==> src/rtl/core/decimal_fixed_point_alu_top_macros.svh <==
// ----------------------------------------------------------------------------
// decimal fixed-point alu assertion macros
// concurrent check wrappers, empty when SYNTH is defined
// ----------------------------------------------------------------------------
`ifndef DECIMAL_FIXED_POINT_ALU_TOP_MACROS_SVH
`define DECIMAL_FIXED_POINT_ALU_TOP_MACROS_SVH
`ifndef SYNTH
`define DFPA_ASSERT(label, clk, rst, prop) \
   label: assert property (@(posedge clk) disable iff (rst) (prop)) \
      else $error("assertion failed");
`define DFPA_ASSERT_NEVER(label, clk, rst, expr) \
   label: assert property (@(posedge clk) disable iff (rst) !(expr)) \
      else $error("forbidden condition seen");
`else
`define DFPA_ASSERT(label, clk, rst, prop)
`define DFPA_ASSERT_NEVER(label, clk, rst, expr)
`endif
`endif

==> src/rtl/core/dfpa_pkg.sv <==
// ----------------------------------------------------------------------------
// dfpa_pkg
// shared types and constants of the decimal fixed-point alu
// ----------------------------------------------------------------------------
`timescale 1ns / 1ps

package dfpa_pkg;

   localparam int DefDecimalDigits = 6;
   localparam int DataWidth        = 64;

   typedef enum logic [2:0] {
      OP_ADD   = 3'd0,
      OP_MUL   = 3'd1,
      OP_DIV   = 3'd2,
      OP_MOD   = 3'd3,
      OP_CLAMP = 3'd4,
      OP_CMP   = 3'd5
   } dfpa_op_type;

   typedef struct packed {
      dfpa_op_type           op;
      logic                  neg;
      logic                  neg_a;
      logic                  lt;
      logic                  eq;
      logic                  dz;
      logic                  pre_ovf;
      logic                  big;
      logic [DataWidth-1:0]  pre_res;
   } dfpa_side_type;

   function automatic logic [DataWidth-1:0] pow10(input int n);
      logic [DataWidth-1:0] s;
      s = 64'd1;
      for (int i = 0; i < n; i++) begin
         s = s * 64'd10;
      end
      return s;
   endfunction

endpackage

==> src/rtl/core/dfpa_div_step.sv <==
// ----------------------------------------------------------------------------
// dfpa_div_step
// one registered restoring-division step: one quotient bit per stage
// ----------------------------------------------------------------------------
`timescale 1ns / 1ps

module dfpa_div_step
   import dfpa_pkg::*;
(
   input  logic                  clock,
   input  logic                  reset,
   input  logic                  enable,
   input  logic                  in_valid,
   input  dfpa_side_type         in_side,
   input  logic [DataWidth-1:0]  in_rem,
   input  logic [DataWidth-1:0]  in_work,
   input  logic [DataWidth-1:0]  in_divisor,
   output logic                  out_valid,
   output dfpa_side_type         out_side,
   output logic [DataWidth-1:0]  out_rem,
   output logic [DataWidth-1:0]  out_work,
   output logic [DataWidth-1:0]  out_divisor
);

   logic                  valid_ff;
   dfpa_side_type         side_ff;
   logic [DataWidth-1:0]  rem_ff, rem_in;
   logic [DataWidth-1:0]  work_ff, work_in;
   logic [DataWidth-1:0]  divisor_ff;
   logic [DataWidth:0]    trial;
   logic [DataWidth:0]    diff;
   logic                  ge;

   always_comb begin
      trial   = {in_rem, in_work[DataWidth-1]};
      diff    = trial - {1'b0, in_divisor};
      ge      = ~diff[DataWidth];
      rem_in  = ge ? diff[DataWidth-1:0] : trial[DataWidth-1:0];
      work_in = {in_work[DataWidth-2:0], ge};
   end

   always_ff @(posedge clock) begin
      if (reset) begin
         valid_ff <= 1'b0;
      end else if (enable) begin
         valid_ff <= in_valid;
      end
   end

   always_ff @(posedge clock) begin
      if (enable) begin
         side_ff    <= in_side;
         rem_ff     <= rem_in;
         work_ff    <= work_in;
         divisor_ff <= in_divisor;
      end
   end

   assign out_valid   = valid_ff;
   assign out_side    = side_ff;
   assign out_rem     = rem_ff;
   assign out_work    = work_ff;
   assign out_divisor = divisor_ff;

endmodule

==> config.mk <==
export PLATFORM = sky130hd
export DESIGN_NAME = dfpa_div_step
export DESIGN_NICKNAME = d
export VERILOG_FILES = /design/src/rtl/core/decimal_fixed_point_alu_top_macros.svh /design/src/rtl/core/dfpa_pkg.sv /design/src/rtl/core/dfpa_div_step.sv
export SDC_FILE = /design/constraint.sdc
export NUM_CORES = 1
export LEC_CHECK = 0
export BUFFER_PORTS_ARGS = -buffer_cell sky130_fd_sc_hd__buf_2
export CAP_MARGIN = 20
export CORE_MARGIN = 3
export CORE_UTILIZATION = 30
export DETAILED_ROUTE_END_ITERATION = 12
export GPL_TIMING_DRIVEN = 0
export MAX_ROUTING_LAYER = met4
export SYNTH_ARGS = -nofsm -noshare
export SYNTH_HDL_FRONTEND = slang
export SYNTH_SLANG_ARGS = --single-unit
==> constraint.sdc <==
create_clock -name clock -period 4.7 [get_ports clock]
set_input_delay 0.94 -clock clock [delete_from_list [all_inputs] [get_ports clock]]
set_output_delay 0.94 -clock clock [all_outputs]
set_load 0.01 [all_outputs]
Word level (Yosys, flattened, before mapping)

Cells that the tools add are included.

Bits of input ports: 270
Register bits: 267

Bitwise gates (word level): 1
Multiplexer cells: 1
Add/subtract/negate cells: 1

Operators with widths:

| kind           | count |
|---|---|
| $sub 65x64->65 | 1 |
| $mux 64        | 1 |
| $not 1->1      | 1 |

Depth between registers and ports, before layout

Depth in word-level cells: 2
Depth in mapped cells: 14

Worst setup path after synthesis

No wires, ideal clock.

Kind: input to register
Start: input in_divisor[27]
End: register rem_ff[53] (netlist: out_rem[53]), data pin
Cell stages on the path: 14
Required time: 4.438 ns
Path slack: 0.676 ns
Setup time: 0.262 ns
Data arrival time: 3.762 ns
Cells stage by stage: inv_1 -> ha_1 -> buf_2 -> nand4_1 -> or4_1 -> or3_1 -> o32a_1 -> a21oi_2 -> o21ai_1 -> and2_4 -> o211a_4 -> inv_6 -> buf_6 -> mux2_1

Word-level cells in the longest chain between the ends: 2

RTL lines:

| element              | line                | RTL |
|---|---|---|
| start, declared      | dfpa_div_step.sv:17 | `input logic [DataWidth-1:0] in_divisor,` |
| $sub 65x64->65       | dfpa_div_step.sv:36 | `diff = trial - {1'b0, in_divisor};` |
| $mux 64              | dfpa_div_step.sv:38 | `rem_in = ge ? diff[DataWidth-1:0] : trial[DataWidth-1:0];` |
| named net rem_in[53] | dfpa_div_step.sv:27 | `logic [DataWidth-1:0] rem_ff, rem_in;` |
| end signal, assigned | dfpa_div_step.sv:53 | `rem_ff <= rem_in;` |
| end, declared        | dfpa_div_step.sv:27 |  |

The timed path passes the listed nets, and every way through them passes these cells.
A chain may end at the register's enable or synchronous reset.

Worst setup path after layout

Start: input in_divisor[27]
End: register rem_ff[59] (netlist: out_rem[59]), data pin

Same word-level chain as after synthesis.

==> results.json <==
{
  "outcome": "finished, final reports clean",
  "ios": 537,
  "fin_cells": 2196,
  "hold_class": "primary input to flip-flop",
  "max_freq_mhz": 237,
  "rsz0062_at_grt": "no",
  "rows": 75,
  "synthTopCellsByArea": "edfxtp_1 61%, ha_1 6.1%, mux2_1 4.6%",
  "n_fill_cell": 4086,
  "ir_drop_v": 0.000274,
  "whs_ns": 0.494,
  "post-route-period-util_pct": 89.8,
  "area_delta_synth_final_pct": 34.6,
  "cts_root_buffer": "clkbuf_16",
  "cts_resized": 0,
  "drtIter0Drc": 625,
  "synth_cell_type_count": 75,
  "port_buffers": 536,
  "vias_per_cell": 4.72,
  "netlist_instances": 1008,
  "drt-pass1-iter-count": 6,
  "via_count": 10361,
  "cp-start-kind": "primary input",
  "ctsHoldBuffers": 0,
  "wl_um": 45000,
  "timing.final.crit_period_ns": 4.22,
  "max_slew_margin_pct": 32.2,
  "antenna_found_initial": 15,
  "yosys.area.top_type": "edfxtp_1",
  "grt_max_degree": 127,
  "dieHeight_um": 215,
  "clock_sink_count": 267,
  "cp_max_fo": 10,
  "dp_hpwl_um": 36100,
  "fin_worst_skew_ns": 0,
  "max-cap-violations": 0,
  "synth_edf_count": 266,
  "drcViolationCount": 0,
  "p_per_area_nw_per_um2": 388,
  "worst_setup_path_end_kind": "flip-flop",
  "design_area_um2": 17600,
  "grt_pass1_vias": 10478,
  "syn_area_um2": 13100,
  "clockBufferDepth": 3,
  "synth_top_cell_area_share_pct": 61.0,
  "cts_inserted_buffers": 31,
  "tightest_slew_ns": 1.01,
  "tns_ns": 0,
  "synth-seq-cells": 267,
  "setup_violations": 0,
  "place_congestion": 0.882,
  "async_flop_share_pct": 0,
  "cts_max_level": 1,
  "core_um2": 42500,
  "drive_gt1_share_pct": 37.8,
  "yosysSeqAreaShare_pct": 61.1,
  "leakage_nw": 7.73,
  "fin_ws_ns": 0.479,
  "clk_pin_slew_worst_paths_ns": 0.06,
  "grt_pass1_wl_um": 65600,
  "wl_per_cell_um": 20.5,
  "finalHoldViolCount": 0,
  "synth_warnings": 0,
  "synth_nets": 1343,
  "maxSlewViolCount": 0,
  "cts_tree": "done",
  "initial_utilization_pct": 30.8,
  "clk_latency_ns": 0.59,
  "postPlaceCellArea_um2": 16600,
  "dp_slack_ns": -0.153,
  "synth.avg_cell_area_um2": 13.0,
  "dpl.cell_count": 2123,
  "grt_overflow": 0,
  "fin_nets": 1914,
  "cp_data_arrival_time_ns": 4.56,
  "die_w_um": 215,
  "ys.flop_type": "edfxtp_1",
  "critPathRequiredTime_ns": 5.04,
  "post_cts_buffers": 0,
  "antenna_left": 0,
  "criticalPathCategory": "primary input to flip-flop",
  "fp.dieArea_um2": 46200,
  "track_usage_pct": 19.0
}
[final timing paths]
check | start | to | slack [ns] | cells after the start
min | reset | out_valid | 0.49 | 2
max | in_divisor[27] | out_rem[59] | 0.48 | 15
min reg2reg | out_valid | out_valid | 0.50 | 2
max reg2reg | out_valid | out_valid | 4.12 | 2
[synth_stat cells, types with 4 or more instances]
| cell type | count |
|---|---|
| or2_1 | 4 |
| nand3_1 | 10 |
| nand2b_1 | 9 |
| buf_6 | 6 |
| a21o_1 | 32 |
| o21ai_0 | 23 |
| a21boi_0 | 5 |
| a211o_1 | 5 |
| edfxtp_1 | 266 |
| xor2_1 | 23 |
| o31ai_1 | 5 |
| o21bai_1 | 15 |
| mux2i_1 | 7 |
| a211oi_1 | 6 |
| a31oi_1 | 7 |
| o21a_1 | 8 |
| mux2_1 | 54 |
| nor3_1 | 9 |
| xnor2_1 | 34 |
| and3_1 | 7 |
| nand4_1 | 20 |
| a21oi_1 | 76 |
| o21ai_1 | 15 |
| or3_1 | 5 |
| clkbuf_1 | 24 |
| inv_1 | 85 |
| nor2b_1 | 10 |
| o211ai_1 | 4 |
| nand2_1 | 62 |
| nor2_1 | 41 |
| ha_1 | 64 |
[worst max-delay path, cell delays in order]
cell and delay (ns):
buf_2 0.11, inv_1 0.04, ha_1 0.25, buf_2 0.21
nand4_1 0.16, or4_1 0.64, or3_1 0.34, o32a_1 0.29
a21oi_2 0.22, o21ai_1 0.13, and2_4 0.21, o211a_4 0.31
inv_6 0.14, buf_6 0.21, mux2_1 0.35
[layout make-up]
| class | count | area, um2 | share of cell area (%) |
|---|---|---|---|
| antenna | 15 | 37.5 | 0.213 |
| buffer | 33 | 171 | 0.972 |
| clock buffer | 37 | 798 | 4.53 |
| clock inverter | 21 | 221 | 1.26 |
| inverter | 86 | 328 | 1.86 |
| multi-input combinational | 622 | 4610 | 26.1 |
| sequential | 267 | 8010 | 45.4 |
| tap | 577 | 722 | 4.09 |
| timing repair buffer | 538 | 2750 | 15.6 |
[per-layer routing]
layer / up-vias / track usage, % / part of all wire (%)
met5: - / - / 0
met4: 0 / 4.25 / 1.9
met3: 46 / 5.37 / 7.6
met2: 407 / 32.5 / 50
met1: 4951 / 22.4 / 41
li1: 4957 / - / -
[flip-flops by register name, summed over array words and instances (netlist names)]
name and flops:
out_side 74, out_divisor 64, out_rem 64, out_work 64, out_valid 1
[through the flow]
stage / util [%] / total power [mW]
global placement: 38.8 / 4.45
global route: 41.5 / 7.17
detailed placement: 39.0 / 4.46
finish: 41.5 / 6.85
floorplan: - / 3.81
CTS: 41.4 / 6.95
[logic make-up after synthesis]
logic type               synth area share [%]
AO/OA/AOI/OAI                            12.1
XOR/XNOR                                 3.81
adder cells (fa/ha/maj)                  6.26
buffers and inverters                    3.81
flip-flops                               61.1
multiplexers                             5.49
AND/OR/NAND/NOR                          7.45
[power breakdown]
part	switching (mW)	total, mW	leakage, nW	internal (mW)
sequential	0.0576	2.98	2.61	2.92
combinational	0.836	1.42	4.62	0.588
clock	1.01	2.45	0.500	1.43
[layout by cell type, fill, tap and decap left out, types with 6 or more instances in the layout]
cell         n
a211oi_1     6
a21o_1      32
a21oi_1     76
a31oi_1      7
and3_1       7
buf_2      537
buf_6        6
clkbuf_1    30
clkbuf_16   31
clkinv_1     8
diode_2     15
edfxtp_1   266
ha_1        64
inv_1       85
mux2_1      54
mux2i_1      7
nand2_1     62
nand2b_1     9
nand3_1     10
nand4_1     20
nor2_1      41
nor2b_1     10
nor3_1       9
o21a_1       8
o21ai_0     23
o21ai_1     15
o21bai_1    15
xnor2_1     34
xor2_1      23
No activity file was read; power rests on OpenSTA's default activity.
